==> src/rtl/core/u8d_pkg.sv <==
// Shared types, constants and decode functions for the UTF-8 decoder.
package u8d_pkg;

  localparam int BYTE_W     = 8;
  localparam int CP_W       = 21;
  localparam int CFG_ADDR_W = 3;
  localparam int CFG_DATA_W = 32;
  localparam int WIN_DEPTH  = 4;
  localparam int CNT_W      = 3;
  localparam int QUEUE_DEPTH = 2;
  localparam int QPTR_W     = 1;
  localparam int QCNT_W     = 2;

  // Register map: the register index is bit 2 of the byte address.
  localparam logic CFG_REPL_IDX = 1'b0;
  localparam logic [CP_W-1:0] REPL_RESET = 21'h00003F;

  // Range limits of the decoded scalar values.
  localparam logic [CP_W-1:0] MIN_CP2 = 21'h000080;
  localparam logic [CP_W-1:0] MIN_CP3 = 21'h000800;
  localparam logic [CP_W-1:0] SURR_LO = 21'h00D800;
  localparam logic [CP_W-1:0] SURR_HI = 21'h00DFFF;
  localparam logic [CP_W-1:0] MIN_CP4 = 21'h010000;
  localparam logic [CP_W-1:0] MAX_CP  = 21'h10FFFF;

  // Sequence lengths announced by a lead byte.
  localparam logic [CNT_W-1:0] LEN_NONE = 3'd0;
  localparam logic [CNT_W-1:0] LEN_1    = 3'd1;
  localparam logic [CNT_W-1:0] LEN_2    = 3'd2;
  localparam logic [CNT_W-1:0] LEN_3    = 3'd3;
  localparam logic [CNT_W-1:0] LEN_4    = 3'd4;

  // Window of held bytes, entry 0 is the oldest.
  typedef logic [WIN_DEPTH-1:0][BYTE_W-1:0] win_t;

  // One queued request after the front has classified it.
  typedef struct packed {
    logic [BYTE_W-1:0] text_byte;
    logic              has_byte;
    logic              fin;
  } q_entry_t;

  // Outcome of examining the window at its oldest byte.
  typedef struct packed {
    logic              stop;
    logic              replaced;
    logic [CP_W-1:0]   cp;
    logic [CNT_W-1:0]  consume;
  } step_t;

  function automatic logic [CNT_W-1:0] lead_length(logic [BYTE_W-1:0] b);
    logic [CNT_W-1:0] len;
    if (b[7] == 1'b0) begin
      len = LEN_1;
    end else if (b[7:5] == 3'b110) begin
      len = LEN_2;
    end else if (b[7:4] == 4'b1110) begin
      len = LEN_3;
    end else if (b[7:3] == 5'b11110) begin
      len = LEN_4;
    end else begin
      len = LEN_NONE;
    end
    return len;
  endfunction

  function automatic logic is_cont(logic [BYTE_W-1:0] b);
    return b[7:6] == 2'b10;
  endfunction

  // Decide what the oldest byte of the window gives, if anything yet.
  function automatic step_t classify(win_t w, logic [CNT_W-1:0] n, logic fin);
    step_t            s;
    logic [CNT_W-1:0] len;
    logic             bad;
    logic [CP_W-1:0]  cp;
    logic             ok;
    s   = '0;
    len = lead_length(w[0]);
    bad = (len >= LEN_2 && n >= 3'd2 && !is_cont(w[1])) ||
          (len >= LEN_3 && n >= 3'd3 && !is_cont(w[2])) ||
          (len >= LEN_4 && n >= 3'd4 && !is_cont(w[3]));
    cp  = '0;
    ok  = 1'b0;
    if (n == 3'd0) begin
      s.stop = 1'b1;
    end else if (len == LEN_NONE) begin
      s.replaced = 1'b1;
      s.consume  = 3'd1;
    end else if (len == LEN_1) begin
      s.cp      = {13'd0, w[0]};
      s.consume = 3'd1;
    end else if (!bad && n < len && !fin) begin
      // Incomplete but still plausible: wait for more bytes.
      s.stop = 1'b1;
    end else if (bad || n < len) begin
      s.replaced = 1'b1;
      s.consume  = 3'd1;
    end else begin
      if (len == LEN_2) begin
        cp = {10'd0, w[0][4:0], w[1][5:0]};
        ok = cp >= MIN_CP2;
      end else if (len == LEN_3) begin
        cp = {5'd0, w[0][3:0], w[1][5:0], w[2][5:0]};
        ok = cp >= MIN_CP3 && !(cp >= SURR_LO && cp <= SURR_HI);
      end else begin
        cp = {w[0][2:0], w[1][5:0], w[2][5:0], w[3][5:0]};
        ok = cp >= MIN_CP4 && cp <= MAX_CP;
      end
      if (ok) begin
        s.cp      = cp;
        s.consume = len;
      end else begin
        s.replaced = 1'b1;
        s.consume  = 3'd1;
      end
    end
    return s;
  endfunction

endpackage

==> src/rtl/core/u8d_in_if.sv <==
// Byte request channel into the UTF-8 decoder.
interface u8d_in_if;
  logic                       valid;
  logic                       ready;
  logic [u8d_pkg::BYTE_W-1:0] text_byte;
  logic                       end_of_text;

  modport source (output valid, output text_byte, output end_of_text, input ready);
  modport sink   (input valid, input text_byte, input end_of_text, output ready);
endinterface

==> src/rtl/core/u8d_out_if.sv <==
// Code point request channel out of the UTF-8 decoder.
interface u8d_out_if;
  logic                     valid;
  logic                     ready;
  logic [u8d_pkg::CP_W-1:0] code_point;
  logic                     replaced;
  logic                     run_last;

  modport source (output valid, output code_point, output replaced, output run_last,
                  input ready);
  modport sink   (input valid, input code_point, input replaced, input run_last,
                  output ready);
endinterface

==> src/rtl/core/u8d_front.sv <==
// Front end: accepts byte requests, tracks the terminator and queues the rest.
module u8d_front (
  input  logic              clk_i,
  input  logic              rst_ni,
  u8d_in_if.sink            in_i,
  input  logic              q_full_i,
  output logic              push_o,
  output u8d_pkg::q_entry_t entry_o
);

  logic after_q, after_d;
  logic accept;
  logic is_zero;

  assign in_i.ready = !q_full_i;
  assign accept     = in_i.valid && in_i.ready;
  assign is_zero    = in_i.text_byte == '0;

  // Bytes after a terminator are dropped here and never reach the back end.
  assign push_o            = accept && !after_q;
  assign entry_o.text_byte = in_i.text_byte;
  assign entry_o.has_byte  = !is_zero;
  assign entry_o.fin       = in_i.end_of_text || is_zero;

  // Terminator tracking: set by a zero byte, cleared by the end of the text.
  always_comb begin
    after_d = after_q;
    if (accept) begin
      if (after_q) begin
        if (in_i.end_of_text) begin
          after_d = 1'b0;
        end
      end else if (is_zero && !in_i.end_of_text) begin
        after_d = 1'b1;
      end
    end
  end

  always_ff @(posedge clk_i or negedge rst_ni) begin
    if (!rst_ni) begin
      after_q <= 1'b0;
    end else begin
      after_q <= after_d;
    end
  end

endmodule

==> src/rtl/core/u8d_queue.sv <==
// Two-entry queue between the front end and the decode engine.
module u8d_queue (
  input  logic              clk_i,
  input  logic              rst_ni,
  input  logic              push_i,
  input  u8d_pkg::q_entry_t entry_i,
  output logic              full_o,
  input  logic              pop_i,
  output u8d_pkg::q_entry_t entry_o,
  output logic              empty_o
);

  u8d_pkg::q_entry_t               mem_q [u8d_pkg::QUEUE_DEPTH];
  logic [u8d_pkg::QPTR_W-1:0]      wr_ptr_q, rd_ptr_q;
  logic [u8d_pkg::QCNT_W-1:0]      count_q;
  logic                            do_push, do_pop;

  function automatic logic [u8d_pkg::QCNT_W-1:0] QCNT_INC(logic b);
    return {{(u8d_pkg::QCNT_W-1){1'b0}}, b};
  endfunction

  assign full_o  = count_q == u8d_pkg::QCNT_W'(u8d_pkg::QUEUE_DEPTH);
  assign empty_o = count_q == '0;
  assign do_push = push_i && !full_o;
  assign do_pop  = pop_i && !empty_o;
  assign entry_o = mem_q[rd_ptr_q];

  // Storage needs no reset.
  always_ff @(posedge clk_i) begin
    if (do_push) begin
      mem_q[wr_ptr_q] <= entry_i;
    end
  end

  // Pointers and fill level.
  always_ff @(posedge clk_i or negedge rst_ni) begin
    if (!rst_ni) begin
      wr_ptr_q <= '0;
      rd_ptr_q <= '0;
      count_q  <= '0;
    end else begin
      if (do_push) begin
        wr_ptr_q <= wr_ptr_q + 1'b1;
      end
      if (do_pop) begin
        rd_ptr_q <= rd_ptr_q + 1'b1;
      end
      count_q <= count_q + QCNT_INC(do_push) - QCNT_INC(do_pop);
    end
  end

endmodule

==> src/rtl/core/u8d_back.sv <==
// Decode engine: holds the byte window and releases one code point per cycle while the output is not stalled.
module u8d_back (
  input  logic                     clk_i,
  input  logic                     rst_ni,
  input  logic [u8d_pkg::CP_W-1:0] repl_char_i,
  input  u8d_pkg::q_entry_t        entry_i,
  input  logic                     q_empty_i,
  output logic                     q_pop_o,
  u8d_out_if.source                out_o
);

  u8d_pkg::win_t                win_q, win_d, win_nx;
  logic [u8d_pkg::CNT_W-1:0]    cnt_q, cnt_d, cnt_nx;
  logic                         fin_q, fin_d;
  logic                         busy_q, busy_d;
  logic                         out_valid_q, out_valid_d;
  logic [u8d_pkg::CP_W-1:0]     out_cp_q;
  logic                         out_rep_q, out_last_q;
  u8d_pkg::step_t               step_cur, step_nxt;
  logic                         out_free, emit, pop;

  // Examine the oldest byte, then look one step ahead to mark the last result.
  assign step_cur = u8d_pkg::classify(win_q, cnt_q, fin_q);

  always_comb begin
    unique case (step_cur.consume)
      3'd1:    win_nx = {8'h00, win_q[3:1]};
      3'd2:    win_nx = {16'h0000, win_q[3:2]};
      3'd3:    win_nx = {24'h000000, win_q[3]};
      3'd4:    win_nx = '0;
      default: win_nx = win_q;
    endcase
  end

  assign cnt_nx   = cnt_q - step_cur.consume;
  assign step_nxt = u8d_pkg::classify(win_nx, cnt_nx, fin_q);

  assign out_free = !out_valid_q || out_o.ready;
  assign emit     = busy_q && !step_cur.stop && out_free;
  assign pop      = !busy_q && !q_empty_i;
  assign q_pop_o  = pop;

  // Sequencer: load a queued byte, then step through the window.
  always_comb begin
    busy_d = busy_q;
    cnt_d  = cnt_q;
    win_d  = win_q;
    fin_d  = fin_q;
    if (pop) begin
      busy_d = 1'b1;
      fin_d  = entry_i.fin;
      if (entry_i.has_byte) begin
        win_d[cnt_q[1:0]] = entry_i.text_byte;
        cnt_d             = cnt_q + 3'd1;
      end
    end else if (busy_q && step_cur.stop) begin
      busy_d = 1'b0;
    end else if (emit) begin
      win_d = win_nx;
      cnt_d = cnt_nx;
      if (step_nxt.stop) begin
        busy_d = 1'b0;
      end
    end
  end

  assign out_valid_d = emit || (out_valid_q && !out_o.ready);

  always_ff @(posedge clk_i or negedge rst_ni) begin
    if (!rst_ni) begin
      busy_q      <= 1'b0;
      cnt_q       <= '0;
      fin_q       <= 1'b0;
      out_valid_q <= 1'b0;
    end else begin
      busy_q      <= busy_d;
      cnt_q       <= cnt_d;
      fin_q       <= fin_d;
      out_valid_q <= out_valid_d;
    end
  end

  // Window and result payload need no reset.
  always_ff @(posedge clk_i) begin
    win_q <= win_d;
    if (emit) begin
      out_cp_q   <= step_cur.replaced ? repl_char_i : step_cur.cp;
      out_rep_q  <= step_cur.replaced;
      out_last_q <= step_nxt.stop;
    end
  end

  assign out_o.valid      = out_valid_q;
  assign out_o.code_point = out_cp_q;
  assign out_o.replaced   = out_rep_q;
  assign out_o.run_last   = out_last_q;

  // Between requests at most three bytes stay held.
  a_idle_cnt: assert property (@(posedge clk_i) disable iff (!rst_ni)
    !busy_q |-> cnt_q <= 3'd3)
    else $error("window holds more than three bytes while idle");

  // A final request drains the whole window.
  a_final_drains: assert property (@(posedge clk_i) disable iff (!rst_ni)
    busy_q && step_cur.stop && fin_q |-> cnt_q == '0)
    else $error("bytes left held after a flush");

  // The result marked last ends the request.
  a_last_idle: assert property (@(posedge clk_i) disable iff (!rst_ni)
    emit && step_nxt.stop |=> !busy_q && out_valid_q && out_last_q)
    else $error("engine still busy after the last result");

  // A result never comes from an empty window.
  a_emit_nonempty: assert property (@(posedge clk_i) disable iff (!rst_ni)
    emit |-> cnt_q != '0 && step_cur.consume != '0)
    else $error("result released from an empty window");

endmodule

==> src/rtl/core/utf8_decode_with_replacement_unit.sv <==
// Top level of the UTF-8 decoder with replacement, with its register port.
// The decode engine releases the results of a byte one at a time, and takes the next byte
// from the queue only once it is idle again; the front queue hides input gaps.
// Reset (asynchronous, active low) empties the queue and window, clears the terminator
// flag and sets the replacement character to the question mark.
module utf8_decode_with_replacement_unit (
  input  logic                           clk_i,
  input  logic                           rst_ni,
  input  logic                           psel,
  input  logic                           penable,
  input  logic                           pwrite,
  input  logic [u8d_pkg::CFG_ADDR_W-1:0] paddr,
  input  logic [u8d_pkg::CFG_DATA_W-1:0] pwdata,
  output logic [u8d_pkg::CFG_DATA_W-1:0] prdata,
  output logic                           pready,
  u8d_in_if.sink                         in_i,
  u8d_out_if.source                      out_o
);

  logic [u8d_pkg::CP_W-1:0] repl_q;
  logic                     cfg_hit;
  logic                     push, q_full, q_empty, q_pop;
  u8d_pkg::q_entry_t        push_entry, pop_entry;

  // Register port: one register, selected by bit 2 of the address.
  assign pready  = 1'b1;
  assign cfg_hit = paddr[2] == u8d_pkg::CFG_REPL_IDX;
  assign prdata  = cfg_hit ? {{(u8d_pkg::CFG_DATA_W - u8d_pkg::CP_W){1'b0}}, repl_q} : '0;

  always_ff @(posedge clk_i or negedge rst_ni) begin
    if (!rst_ni) begin
      repl_q <= u8d_pkg::REPL_RESET;
    end else if (psel && penable && pwrite && pready && cfg_hit) begin
      repl_q <= pwdata[u8d_pkg::CP_W-1:0];
    end
  end

  u8d_front u_front (
    .clk_i    (clk_i),
    .rst_ni   (rst_ni),
    .in_i     (in_i),
    .q_full_i (q_full),
    .push_o   (push),
    .entry_o  (push_entry)
  );

  u8d_queue u_queue (
    .clk_i   (clk_i),
    .rst_ni  (rst_ni),
    .push_i  (push),
    .entry_i (push_entry),
    .full_o  (q_full),
    .pop_i   (q_pop),
    .entry_o (pop_entry),
    .empty_o (q_empty)
  );

  u8d_back u_back (
    .clk_i       (clk_i),
    .rst_ni      (rst_ni),
    .repl_char_i (repl_q),
    .entry_i     (pop_entry),
    .q_empty_i   (q_empty),
    .q_pop_o     (q_pop),
    .out_o       (out_o)
  );

endmodule
==> src/flat_wrapper.sv <==
// flat-port wrapper written by rule: the top's interface ports become plain ports
module utf8_decode_with_replacement_unit_flat 
  (clk_i, rst_ni, psel, penable, pwrite, paddr, pwdata, prdata, pready, in_i_valid, in_i_text_byte, in_i_end_of_text, in_i_ready, out_o_valid, out_o_code_point, out_o_replaced, out_o_run_last, out_o_ready);
  u8d_in_if in_i_i ();
  u8d_out_if out_o_i ();
  input  logic clk_i;
  input  logic rst_ni;
  input  logic psel;
  input  logic penable;
  input  logic pwrite;
  input  logic [u8d_pkg::CFG_ADDR_W-1:0] paddr;
  input  logic [u8d_pkg::CFG_DATA_W-1:0] pwdata;
  output logic [u8d_pkg::CFG_DATA_W-1:0] prdata;
  output logic pready;
  input wire logic [$bits(in_i_i.valid)-1:0] in_i_valid;
  input wire logic [$bits(in_i_i.text_byte)-1:0] in_i_text_byte;
  input wire logic [$bits(in_i_i.end_of_text)-1:0] in_i_end_of_text;
  output wire logic [$bits(in_i_i.ready)-1:0] in_i_ready;
  output wire logic [$bits(out_o_i.valid)-1:0] out_o_valid;
  output wire logic [$bits(out_o_i.code_point)-1:0] out_o_code_point;
  output wire logic [$bits(out_o_i.replaced)-1:0] out_o_replaced;
  output wire logic [$bits(out_o_i.run_last)-1:0] out_o_run_last;
  input wire logic [$bits(out_o_i.ready)-1:0] out_o_ready;
  assign in_i_i.valid = in_i_valid;
  assign in_i_i.text_byte = in_i_text_byte;
  assign in_i_i.end_of_text = in_i_end_of_text;
  assign in_i_ready = in_i_i.ready;
  assign out_o_valid = out_o_i.valid;
  assign out_o_code_point = out_o_i.code_point;
  assign out_o_replaced = out_o_i.replaced;
  assign out_o_run_last = out_o_i.run_last;
  assign out_o_i.ready = out_o_ready;
  utf8_decode_with_replacement_unit u_core (.clk_i(clk_i), .rst_ni(rst_ni), .psel(psel), .penable(penable), .pwrite(pwrite), .paddr(paddr), .pwdata(pwdata), .prdata(prdata), .pready(pready), .in_i(in_i_i), .out_o(out_o_i));
endmodule
==> config.mk <==
export PLATFORM = sky130hd
export DESIGN_NAME = utf8_decode_with_replacement_unit_flat
export DESIGN_NICKNAME = d
export VERILOG_FILES = /design/src/rtl/core/u8d_pkg.sv /design/src/rtl/core/u8d_in_if.sv /design/src/rtl/core/u8d_out_if.sv /design/src/rtl/core/u8d_front.sv /design/src/rtl/core/u8d_queue.sv /design/src/rtl/core/u8d_back.sv /design/src/rtl/core/utf8_decode_with_replacement_unit.sv /design/src/flat_wrapper.sv
export SDC_FILE = /design/constraint.sdc
export NUM_CORES = 1
export LEC_CHECK = 0
export BUFFER_PORTS_ARGS = -buffer_cell sky130_fd_sc_hd__buf_2
export CAP_MARGIN = 20
export CORE_ASPECT_RATIO = 0.5
export CORE_MARGIN = 5
export CORE_UTILIZATION = 55
export DETAILED_ROUTE_END_ITERATION = 12
export GPL_TIMING_DRIVEN = 0
export PLACE_DENSITY = 0.79
export RECOVER_POWER = 25
export SLEW_MARGIN = 0
export SYNTH_ARGS = -nofsm -noshare
export SYNTH_HDL_FRONTEND = slang
export SYNTH_SLANG_ARGS = --single-unit
==> constraint.sdc <==
create_clock -name clk_i -period 4.6 [get_ports clk_i]
set_input_delay 0.92 -clock clk_i [delete_from_list [all_inputs] [get_ports clk_i]]
set_output_delay 0.92 -clock clk_i [all_outputs]
set_load 0.005 [all_outputs]
# After elaboration in Yosys (flattened, before gate mapping)
# Memories as Yosys holds them, arrays and structs flattened.
# Index checks and enable logic that the tools add are counted.
# classes
add_sub_neg	6
magnitude_cmp	28
eq_ne	25
mux	76
n_bitwise	1
n_reduce_logical	76
# op_table
op	count
$mux 21	11
$mux 32	4
$pmux 32 s4	1
$mux 25	3
$mux 3	17
$ge 21x17->1 const B	2
$le 21x21->1 const B	2
$logic_and 1x1->1	36
$mux 1	34
$bwmux 32	1
$ge 16x12->1 const B	2
$ge 16x16->1 const B	2
$le 16x16->1 const B	2
$ge 3x2->1 const B	8
$mux 24	1
$ge 11x8->1 const B	2
$logic_not 1->1	20
$eq 3x2->1 const B	6
$demux 8 s2	1
$eq 2x2->1 const B	7
$ge 3x3->1 const B	4
$logic_not 3->1	4
$eq 5x5->1 const B	2
$eq 3x1->1 const B	3
other kinds (22)	37
# word_totals
regBits	87
ram_bits	20
input_bits	51
output_inout_bits	58
wordCells	229
mem_count	1
# mem_list
memory	depth	width	read_ports	rd_clocked_by_memory_dff	write_ports	line	source
u_core.u_queue.mem_q	2	10	1	0	1	u8d_queue.sv:13	u8d_pkg::q_entry_t mem_q [u8d_pkg::QUEUE_DEPTH];

# Logic depth before layout (Yosys ltp)
# Gate-level depths: netlist of the first run.
# logic_depth
word_depth	52
depth_mapped	19
depth_no_buf	19

# By module
# A second synthesis of the first run with hierarchy kept.
# hier_totals
hier_cells	573
hier_area_um2	6299.8
# by_module_without_submodules
module	instances	cells_each	area_each_um2	seq_area_each_um2
u8d_back	1	424	4091.4	1801.7
utf8_decode_with_replacement_unit	1	82	1127.3	533.0
u8d_queue	1	49	924.6	700.7
u8d_front	1	18	156.4	25.0

# Worst setup path before layout of the first run
# OpenSTA, ideal clock, no wires.
# synth_timing
path_kind	register to register
startpoint	register u_core.u_back.cnt_q[1] in the netlist's numbering
endpoint	register u_core.u_back.out_last_q (netlist: u_core.u_back.out_o.run_last) (data pin)
setup_ns	0.259
t_arrival_ns	3.911
required_time_ns	4.341
path_slack_ns	0.430
path_stages_with_launch	18
n_path_buf	1
synth_period_minus_slack_ns	4.170
path_cell_list	dfrtp_1 > ha_1 > ha_1 > a211o_2 > nand3b_1 > o2111ai_2 > a211oi_4 > and3_2 > buf_6 > inv_1 > fa_1 > xor2_1 > xnor2_2 > ha_1 > nand2_1 > o32a_1 > o22ai_1 > nor2_1
# synth_rtl
element	line	source
from (decl)	u8d_back.sv:13	logic [u8d_pkg::CNT_W-1:0] cnt_q, cnt_d, cnt_nx;
from (signal assigned)	u8d_back.sv:77	cnt_q <= cnt_d;
to (signal assigned)	u8d_back.sv:89	out_last_q <= step_nxt.stop;
to (decl)	u8d_back.sv:18	logic out_rep_q, out_last_q;

==> results of run 1 <==
[worst max-delay path by stage]
stage                                   endpoint                    from  cells past startpoint  slack [ns]
finish              u_core.u_back.out_o.run_last  u_core.u_back.cnt_q[0]                     17        0.19
global route        u_core.u_back.out_o.run_last  u_core.u_back.cnt_q[0]                     17        0.01
CTS                 u_core.u_back.out_o.run_last  u_core.u_back.win_q[4]                     19        0.02
detailed placement  u_core.u_back.out_o.run_last  u_core.u_back.cnt_q[1]                     15       -0.22
global placement    u_core.u_back.out_o.run_last  u_core.u_back.cnt_q[1]                     15       -0.15
floorplan           u_core.u_back.out_o.run_last  u_core.u_back.cnt_q[1]                     17        0.43
[where the power goes]
part           switching (uW)  internal, uW
clock network             360           378
logic                    1800          1250
registers                 343          1650
total                    2500          3280
[kinds of logic after synthesis]
group           synth area share, %
mux                            7.80
simple gates                   15.0
other cells                   0.127
fa+ha+maj                      2.87
buf+inv                        5.24
xor+xnor                       1.16
compound gates                 16.1
flops                          51.7
[critical path, cell delays in order (launching register included)]
cell and delay, ns:
dfrtp_2 0.44, ha_2 0.22, ha_1 0.22, a211o_2 0.34, nand3b_1 0.15, o2111ai_4 0.17, a211oi_4 0.32, and3_2 0.23
buf_6 0.14, inv_1 0.10, fa_2 0.38, xor2_2 0.16, xnor2_2 0.18, ha_1 0.31, nand2_1 0.08, o32a_1 0.37
o22ai_2 0.23, nor2_1 0.08
[registers in the layout, summed over array words and instances (netlist names)]
name / cells
u_core.u_back.win_q: 32
u_core.repl_q: 21
u_core.u_back.out_o.code_point: 21
u_core.u_queue.mem_q: 20
u_core.u_back.cnt_q: 3
u_core.u_queue.count_q: 2
u_core.u_back.busy_q: 1
u_core.u_back.fin_q: 1
u_core.u_back.out_o.replaced: 1
u_core.u_back.out_o.run_last: 1
u_core.u_back.out_o.valid: 1
u_core.u_front.after_q: 1
u_core.u_queue.rd_ptr_q: 1
u_core.u_queue.wr_ptr_q: 1
[cell usage in the layout, fill, tap and decap left out, types with 5 or more instances in the layout]
cell / netlist / layout
a21oi_1: 30 / 28
a22o_1: 15 / 15
a22oi_1: 9 / 9
a31oi_1: 5 / 5
and3_1: 5 / 5
buf_2: 1 / 72
buf_4: 12 / 27
clkbuf_1: 15 / 29
clkbuf_16: 0 / 9
conb_1: 2 / 12
dfrtp_1: 26 / 23
dfstp_2: 6 / 6
edfxtp_1: 75 / 75
ha_1: 12 / 11
inv_1: 17 / 17
mux2_2: 25 / 25
mux2i_1: 15 / 15
nand2_1: 62 / 62
nor2_1: 49 / 49
nor2b_1: 22 / 22
o21ai_0: 35 / 35
o22ai_1: 13 / 12
[area by class of cell]
cell class	instances	share of cell area, %
Sequential cell	107	43.9
Inverter	18	0.969
Tap cell	140	2.51
Buffer	38	3.19
Multi-Input combinational cell	392	37.8
Clock inverter	7	0.843
Clock buffer	9	3.23
Timing Repair Buffer	99	7.57
[routing by layer]
metal,wire length [um],vias to the layer above
met5,0,-
met4,227,0
met3,1570,22
met2,6480,264
met1,6770,2240
li1,-,2225
[through the flow]
stage / hold WS, ns / power (uW) / std cells / util, % / setup slack, ns
after global placement: 0.469 / 4680 / 778 / 63.3 / -0.149
after CTS: 0.515 / 5640 / 802 / 66.8 / 0.0232
final: 0.514 / 5780 / 810 / 67.4 / 0.190
after detailed placement: 0.501 / 4770 / 779 / 63.5 / -0.224
after floorplan: 0.456 / 3890 / 555 / - / 0.430
after global routing: 0.538 / 6160 / 810 / 67.4 / 0.0146
[repair_timing]
action | 4_1_cts | 5_1_grt
resized for setup | 1 | 10
gates cloned | 0 | 0
buffers inserted | 7 | 8
pin swaps | 3 | 4
setup endpoints to repair | 2 | 2
==> results.json, run 1 <==
{
  "outcome": "complete, but fails checks",
  "violations": "max-capacitance violations, max-slew violations",
  "clock_latency_ns": 0.35,
  "ys_types": 78,
  "grt.total_usage_pct": 23.0,
  "register_area_um2": 3060,
  "cap_violations": 1,
  "yosysSeqAreaShare_pct": 51.7,
  "post-synth-top-count-cell": "edfxtp_1",
  "cp-start-kind": "flop",
  "core_area_um2": 10300,
  "hp-class": "reg2reg",
  "synthTopCellsByArea": "edfxtp_1 38%, dfrtp_1 11%, mux2_2 4.8%",
  "io_buffer_count": 83,
  "crit_arrival_ns": 4.49,
  "rr_worst_depth": 17,
  "critPathMaxFanout": 9,
  "n_antenna_cell": 0,
  "io_pins": 109,
  "maxSlewViolCount": 33,
  "grt_pass1_vias": 4665,
  "synth_top_area_cell": "edfxtp_1",
  "cts_buffer_depth": 2,
  "synthFlopType": "edfxtp_1",
  "p_per_area_nw_per_um2": 829,
  "cts_sinks": 107,
  "fmax_mhz": 227,
  "synth.avg_cell_area_um2": 10.9,
  "nets": 729,
  "tightest_slew_ns": 1.85,
  "ys_seq_elements": 107,
  "hold_viol": 0,
  "dp_hpwl_mm": 11.3,
  "wl_mm": 15.1,
  "worstHoldStart": "u_core.u_queue.wr_ptr_q",
  "cp-end-kind": "flop",
  "r2r_end": "u_core.u_back.out_o.run_last",
  "timing.rr.start": "u_core.u_back.cnt_q[0]",
  "rsz0062_at_grt": "no",
  "drtAntennaViolNets": 0,
  "clock-root-buffer": "clkbuf_16",
  "tns_ns": 0,
  "firstDrtPassIters": 5,
  "syn_inst": 545,
  "grt_max_degree": 33,
  "cts_buffers": 9,
  "synth_area_um2": 5920,
  "start_util_pct": 57.2,
  "ctsHoldBuffers": 0,
  "use_met3_pct": 5.09,
  "drtIter0Drc": 603,
  "fillCellCount": 830,
  "syn2layout_area_growth_pct": 17.8,
  "ir_worst_vdd_uv": 324,
  "final_cell_area_um2": 6980,
  "use_met1_pct": 33.9,
  "ys_async_sr_fraction_pct": 29.9,
  "busiest_layer": "met2",
  "rows": 26,
  "fin_crit_sh_pct": 95.9,
  "gp_congestion": 0.910,
  "crit_required_ns": 4.68,
  "fin_skew_ns": 0.0127,
  "layout-drive-gt1-share_pct": 28.4,
  "die_w_um": 157,
  "r2r_slack_ns": 0.19,
  "synth_top_area_share_pct": 38.0,
  "die_y_um": 83.4,
  "path_class": "reg2reg",
  "worstHoldEndpoint": "u_core.u_queue.wr_ptr_q",
  "yosys-top-cells-count": "75 x edfxtp_1, 62 x nand2_1, 49 x nor2_1, 35 x o21ai_0, 30 x a21oi_1",
  "place_area_um2": 6570,
  "maxSlewHeadroom_pct": -23.4,
  "synth_edf_count": 75,
  "grt-ovfl-total": 0,
  "h-tree-depth": 3,
  "grt_pass1_wl_mm": 24.1,
  "multi_input_area_um2": 2630,
  "use_met2_pct": 34.5,
  "vias_per_cell": 5.87,
  "antenna_found_initial": 0,
  "ys_warn_count": 0,
  "hold_path_depth": 1,
  "cts_tree": "done",
  "path_clk_slew_ns": 0.07,
  "finalCriticalPeriod_ns": 4.41,
  "vias": 4751,
  "avgRoutedWirePerCell_um": 18.6,
  "finalSetupViolCount": 0,
  "drc": 0,
  "dieArea_um2": 13100,
  "leakagePower_uw": 0.00290
}
(Power assumes the default switching activity.)
==> run 2, diff against run 1 <==
REMOVE_ABC_BUFFERS = 1   (was not set)
==> run 2 against run 1 <==
  * The flow still finishes with violations (max-capacitance violations, max-slew violations)
  * Utilization shrank 1.1 points
  * Critical path type unchanged
  * Non-clock buffer count is 32 lower
  * Global-route usage shrank 1.3 points
  * Sequential share of layout area increased by 0.71 points
  * Die area unchanged
  * Hold slack got worse by 0.025 ns
  * Cell count fell by 3.8%
  * Flip-flop and latch count stayed put
  * Routed wire length is 4.6% lower
  * Design area down 1.6%
==> results.json, run 2 (synthesized netlist as in run 1, its figures left out) <==
{
  "outcome": "complete, but fails checks",
  "violations": "max-capacitance violations, max-slew violations",
  "gp_congestion": 0.914,
  "crit_arrival_ns": 4.52,
  "largest_register": "u_core.u_back.win_q",
  "layout_common_cells": "75 x edfxtp_1, 74 x buf_2, 62 x nand2_1, 49 x nor2_1, 35 x o21ai_0",
  "hold_viol": 0,
  "power_switching_uw": 2450,
  "path_clk_slew_ns": 0.07,
  "grt.total_usage_pct": 21.7,
  "fillCellCount": 823,
  "avgRoutedWirePerCell_um": 18.4,
  "clock_latency_ns": 0.35,
  "io_pins": 109,
  "crit_required_ns": 4.70,
  "syn2layout_area_growth_pct": 15.9,
  "fin_skew_ns": 0.00547,
  "n_antenna_cell": 0,
  "leakagePower_uw": 0.00284,
  "drc": 0,
  "io_buffer_count": 83,
  "dieArea_um2": 13100,
  "h-tree-depth": 3,
  "cap_violations": 2,
  "rows": 26,
  "place_area_um2": 6350,
  "path_class": "reg2reg",
  "maxSlewHeadroom_pct": -33.4,
  "ir_worst_vdd_uv": 330,
  "dp_hpwl_mm": 10.3,
  "crit_buf_inv": 3,
  "maxSlewViolCount": 61,
  "p_comb_share_pct": 51.0,
  "drtIter0Drc": 615,
  "grt-ovfl-total": 0,
  "dp.cells": 742,
  "tightest_slew_ns": 2.00,
  "wl_mm": 14.4,
  "layout-drive-gt1-share_pct": 28.5,
  "critPathMaxFanout": 9,
  "holdWs_ns": 0.489,
  "core_area_um2": 10300,
  "p_total_uw": 5780,
  "hp-class": "reg2reg",
  "antenna_found_initial": 0,
  "vias": 4631,
  "firstDrtPassIters": 6,
  "cpPeakStageDelay_ns": 0.47,
  "die_y_um": 83.4,
  "nets": 698,
  "die_w_um": 157,
  "largest_reg_flops": 32,
  "power.internal_uw": 3330,
  "vias_per_cell": 5.94,
  "cp-end-kind": "flop",
  "cts_tree": "done",
  "grt_pass1_vias": 4218,
  "seq_power_share_pct": 35.2,
  "start_util_pct": 57.2,
  "p_per_area_nw_per_um2": 842,
  "layout_commonest_cell": "edfxtp_1",
  "cts_buffers": 9,
  "finalSetupViolCount": 0,
  "fmax_mhz": 226,
  "critPathSlowestCell": "edfxtp_1",
  "grt_max_degree": 33,
  "fin_crit_sh_pct": 96.2,
  "cp-start-kind": "flop",
  "layoutNonFillerInstCount": 779,
  "final_cell_area_um2": 6860,
  "grt_pass1_wl_mm": 22.4,
  "cts_buffer_depth": 2,
  "drtAntennaViolNets": 0,
  "ctsHoldBuffers": 0,
  "clock-root-buffer": "clkbuf_16",
  "cts_sinks": 107,
  "cp_cell_sequence": "nand2_4, a21oi_2, inv_1, ha_1, o21ai_0, o21bai_1, a21oi_2, a211oi_4, buf_6, and3_4, inv_1, fa_2, xor2_2, xnor2_2, ha_1, nand2_1, o32a_1, o22ai_2, nor2_1",
  "finalCriticalPeriod_ns": 4.42,
  "switching_share_pct": 42.4,
  "clock_power_share_pct": 13.8,
  "cp_top_family": "compound AO/OA/AOI/OAI gates"
}
[run 2: changes by cell type in the layout (fill, tap and decap cells not counted), sizes merged]
cell      change
clkbuf       -21
buf          -11
clkinv        -2
bufinv        +1
clkinvlp      +1
nand4b        +1
[run 2: metrics by stage]
| step | utilization (%) | TNS (ns) | setup slack [ns] |
|---|---|---|---|
| 6_report | 66.3 | 0 | 0.175 |
| 5_1_grt | 66.3 | -0.0145 | -0.0145 |
| 4_1_cts | 65.0 | 0 | 0.00172 |
| 3_5_place_dp | 61.4 | -1.23 | -0.658 |
| 3_3_place_gp | 61.0 | -10.40 | -0.677 |
| 2_1_floorplan | - | 0 | 0.201 |
[run 2: what timing repair did]
| action | 4_1_cts | 5_1_grt |
|---|---|---|
| cloned | 1 | 0 |
| pin swaps | 2 | 4 |
| gates resized for setup | 3 | 11 |
| endpoints found under the setup margin | 2 | 2 |
| buffers inserted | 7 | 12 |
| endpoints found under the hold margin | 0 | 0 |
[run 2: cell type report]
cell class	instances	area [um2]	share of cell area, %
sequential	107	3060	44.6
multi-input combinational	393	2650	38.6
timing repair buffer	105	601	8.75
clock buffer	9	225	3.28
tap	140	175	2.55
clock inverter	7	82.6	1.20
inverter	18	67.6	0.985
[run 2: power groups by stage]
| stage | Clock, uW | Sequential (uW) | Combinational (uW) |
|---|---|---|---|
| final | 795 | 2040 | 2950 |
| after global routing | 854 | 2080 | 3230 |
| after CTS | 811 | 2020 | 2700 |
| after detailed placement | 0 | 2070 | 2570 |
| after global placement | 0 | 2050 | 2450 |
| after floorplan | 0 | 1930 | 1840 |
[run 2: final timing paths]
kind / from / endpoint / slack [ns] / depth (start not counted)
setup / recovery: u_core.u_back.win_q[7] / u_core.u_back.out_o.run_last / 0.18 / 19
hold / removal: u_core.u_queue.wr_ptr_q / u_core.u_queue.wr_ptr_q / 0.49 / 1
setup reg to reg: u_core.u_back.win_q[7] / u_core.u_back.out_o.run_last / 0.18 / 19
hold reg to reg: u_core.u_queue.wr_ptr_q / u_core.u_queue.wr_ptr_q / 0.49 / 1
max in group asynchronous: rst_ni / u_core.u_back.cnt_q[0] / 2.18 / 1
min in group asynchronous: rst_ni / u_core.u_front.after_q / 1.12 / 1
[run 2: metal layers]
| metal | routed length [um] | global-route usage (%) | vias to the layer above |
|---|---|---|---|
| met2 | 5980 | 30.7 | 285 |
| li1 | - | - | 2163 |
| met3 | 1630 | 5.76 | 28 |
| met1 | 6530 | 33.1 | 2155 |
| met5 | 0 | 0 | - |
| met4 | 226 | 4.88 | 0 |
==> run 3, diff against run 2 <==
CELL_PAD_IN_SITES_DETAIL_PLACEMENT = 1   (was not set)
CELL_PAD_IN_SITES_GLOBAL_PLACEMENT = 1   (was not set)
CORE_UTILIZATION = 44   (was 55)
PLACE_DENSITY = not set   (was 0.79)
PLACE_DENSITY_LB_ADDON = 0.1   (was not set)
==> run 3 against run 2 <==
  * The flow still finishes with violations (max-capacitance violations, max-slew violations)
  * Critical path depth decreased by 1
  * Sequential power about the same
  * Flip-flop and latch count unchanged
  * Worst setup slack got worse by 0.052 ns
  * Register-to-register slack got worse by 0.05 ns
  * Die area increased by 23%
  * Routed wire length increased by 17%
  * Cell count increased by 5.1%
  * Critical endpoint unchanged
  * Largest power group unchanged
==> results.json, run 3 (synthesized netlist as in run 1, its figures left out) <==
{
  "outcome": "complete, but fails checks",
  "violations": "max-capacitance violations, max-slew violations",
  "grt_max_degree": 33,
  "worstHoldEndpoint": "u_core.u_queue.wr_ptr_q",
  "largest_reg_flops": 32,
  "ir_worst_vdd_uv": 348,
  "drc": 0,
  "layout_common_cells": "75 x edfxtp_1, 68 x buf_2, 62 x nand2_1, 49 x nor2_1, 35 x o21ai_0",
  "rows": 29,
  "maxSlewHeadroom_pct": -33.4,
  "grt_pass1_vias": 4644,
  "firstDrtPassIters": 5,
  "tightest_slew_ns": 2.00,
  "cts_buffers": 9,
  "vias": 4632,
  "grt-ovfl-total": 0,
  "io_pins": 109,
  "start_util_pct": 45.8,
  "dieArea_um2": 16000,
  "crit_arrival_ns": 4.58,
  "cp-start-kind": "flop",
  "layout-drive-gt1-share_pct": 28.8,
  "hold_path_depth": 1,
  "r2r_slack_ns": 0.12,
  "critPathMaxFanout": 8,
  "drtAntennaViolNets": 0,
  "cap_violations": 1,
  "die_y_um": 92.0,
  "final_cell_area_um2": 6940,
  "path_class": "reg2reg",
  "h-tree-depth": 3,
  "place_area_um2": 6410,
  "rr_worst_depth": 18,
  "nets": 708,
  "finalCriticalPeriod_ns": 4.48,
  "p_per_area_nw_per_um2": 847,
  "antenna_found_initial": 0,
  "grt.total_usage_pct": 21.1,
  "fmax_mhz": 223,
  "fin_skew_ns": 0.00944,
  "ctsHoldBuffers": 0,
  "hold_viol": 0,
  "p_total_uw": 5880,
  "hp-class": "reg2reg",
  "layout_commonest_cell": "edfxtp_1",
  "clock_latency_ns": 0.36,
  "vias_per_cell": 5.66,
  "cts_tree": "done",
  "dp_hpwl_mm": 12.1,
  "core_area_um2": 12900,
  "syn2layout_area_growth_pct": 17.2,
  "worstHoldStart": "u_core.u_queue.wr_ptr_q",
  "setup_slack_ns": 0.123,
  "cp-end-kind": "flop",
  "crit_required_ns": 4.71,
  "largest_register": "u_core.u_back.win_q",
  "grt_pass1_wl_mm": 26.6,
  "avgRoutedWirePerCell_um": 20.5,
  "cts_buffer_depth": 2,
  "wl_mm": 16.8,
  "path_clk_slew_ns": 0.07,
  "finalSetupViolCount": 0,
  "r2r_end": "u_core.u_back.out_o.run_last",
  "final_util_pct": 53.7,
  "clock-root-buffer": "clkbuf_16",
  "n_antenna_cell": 0,
  "gp_congestion": 0.829,
  "cts_sinks": 107,
  "die_w_um": 174,
  "leakagePower_uw": 0.00286,
  "maxSlewViolCount": 33,
  "post-place-ws_ns": -0.990,
  "io_buffer_count": 83,
  "fin_crit_sh_pct": 97.3,
  "timing.rr.start": "u_core.u_back.cnt_q[0]",
  "drtIter0Drc": 280
}
## run 3: per-stage QoR
step	cells	TNS [ns]	hold slack, ns
global placement	770	-19.11	0.469
CTS	800	0	0.494
global route	819	-0.0356	0.530
detailed placement	773	-6.06	0.476
floorplan	517	0	0.456
finish	819	0	0.495
## run 3: worst max-delay path by stage
| stage | endpoint | start | cells after the start |
|---|---|---|---|
| after global placement | u_core.u_back.out_o.run_last | u_core.u_back.win_q[7] | 14 |
| final | u_core.u_back.out_o.run_last | u_core.u_back.cnt_q[0] | 18 |
| after floorplan | u_core.u_back.out_o.run_last | u_core.u_back.win_q[4] | 14 |
| after global routing | u_core.u_back.out_o.run_last | u_core.u_back.cnt_q[0] | 18 |
| after detailed placement | u_core.u_back.out_o.run_last | u_core.u_back.win_q[7] | 14 |
| after CTS | u_core.u_back.out_o.run_last | u_core.u_back.win_q[4] | 17 |
## run 3: final cells by class
class	count	area, um2
fill	1430	5980
sequential	107	3060
multi-input combinational	393	2650
timing repair buffer	115	672
clock buffer	9	225
tap	170	213
inverter	18	67.6
clock inverter	7	51.3
## run 3: report_power, final
part / total, uW / switching (uW) / internal (uW)
combinational: 3080 / 1780 / 1300
sequential: 2050 / 403 / 1650
clock: 745 / 374 / 371
## run 3: what timing repair did
action,in CTS,in global routing
gates resized for setup,6,6
setup endpoints to repair,29,2
pin swaps,5,5
gates cloned,1,0
buffers inserted,10,18
## run 3: worst max-delay path, cell delays in order, from the launching register on
cell and delay, ns:
dfrtp_2 0.48, ha_2 0.26, ha_1 0.21, a211o_2 0.33, nand3b_1 0.12, o2111ai_2 0.20, a211oi_4 0.38, buf_4 0.18
buf_4 0.10, nand2_4 0.09, mux2_4 0.32, a222oi_1 0.27, buf_4 0.19, o21ai_0 0.10, ha_1 0.30, nand2_1 0.06
o32a_1 0.36, o22ai_2 0.19, nor2_1 0.07
## run 3: per-layer routing
metal / GRT usage [%] / routed length [um] / vias to the layer above
li1: - / - / 2186
met1: 30.4 / 8390 / 2255
met2: 31.8 / 7040 / 164
met3: 5.14 / 1040 / 27
met4: 6.12 / 304 / 0
met5: 0 / 0 / -
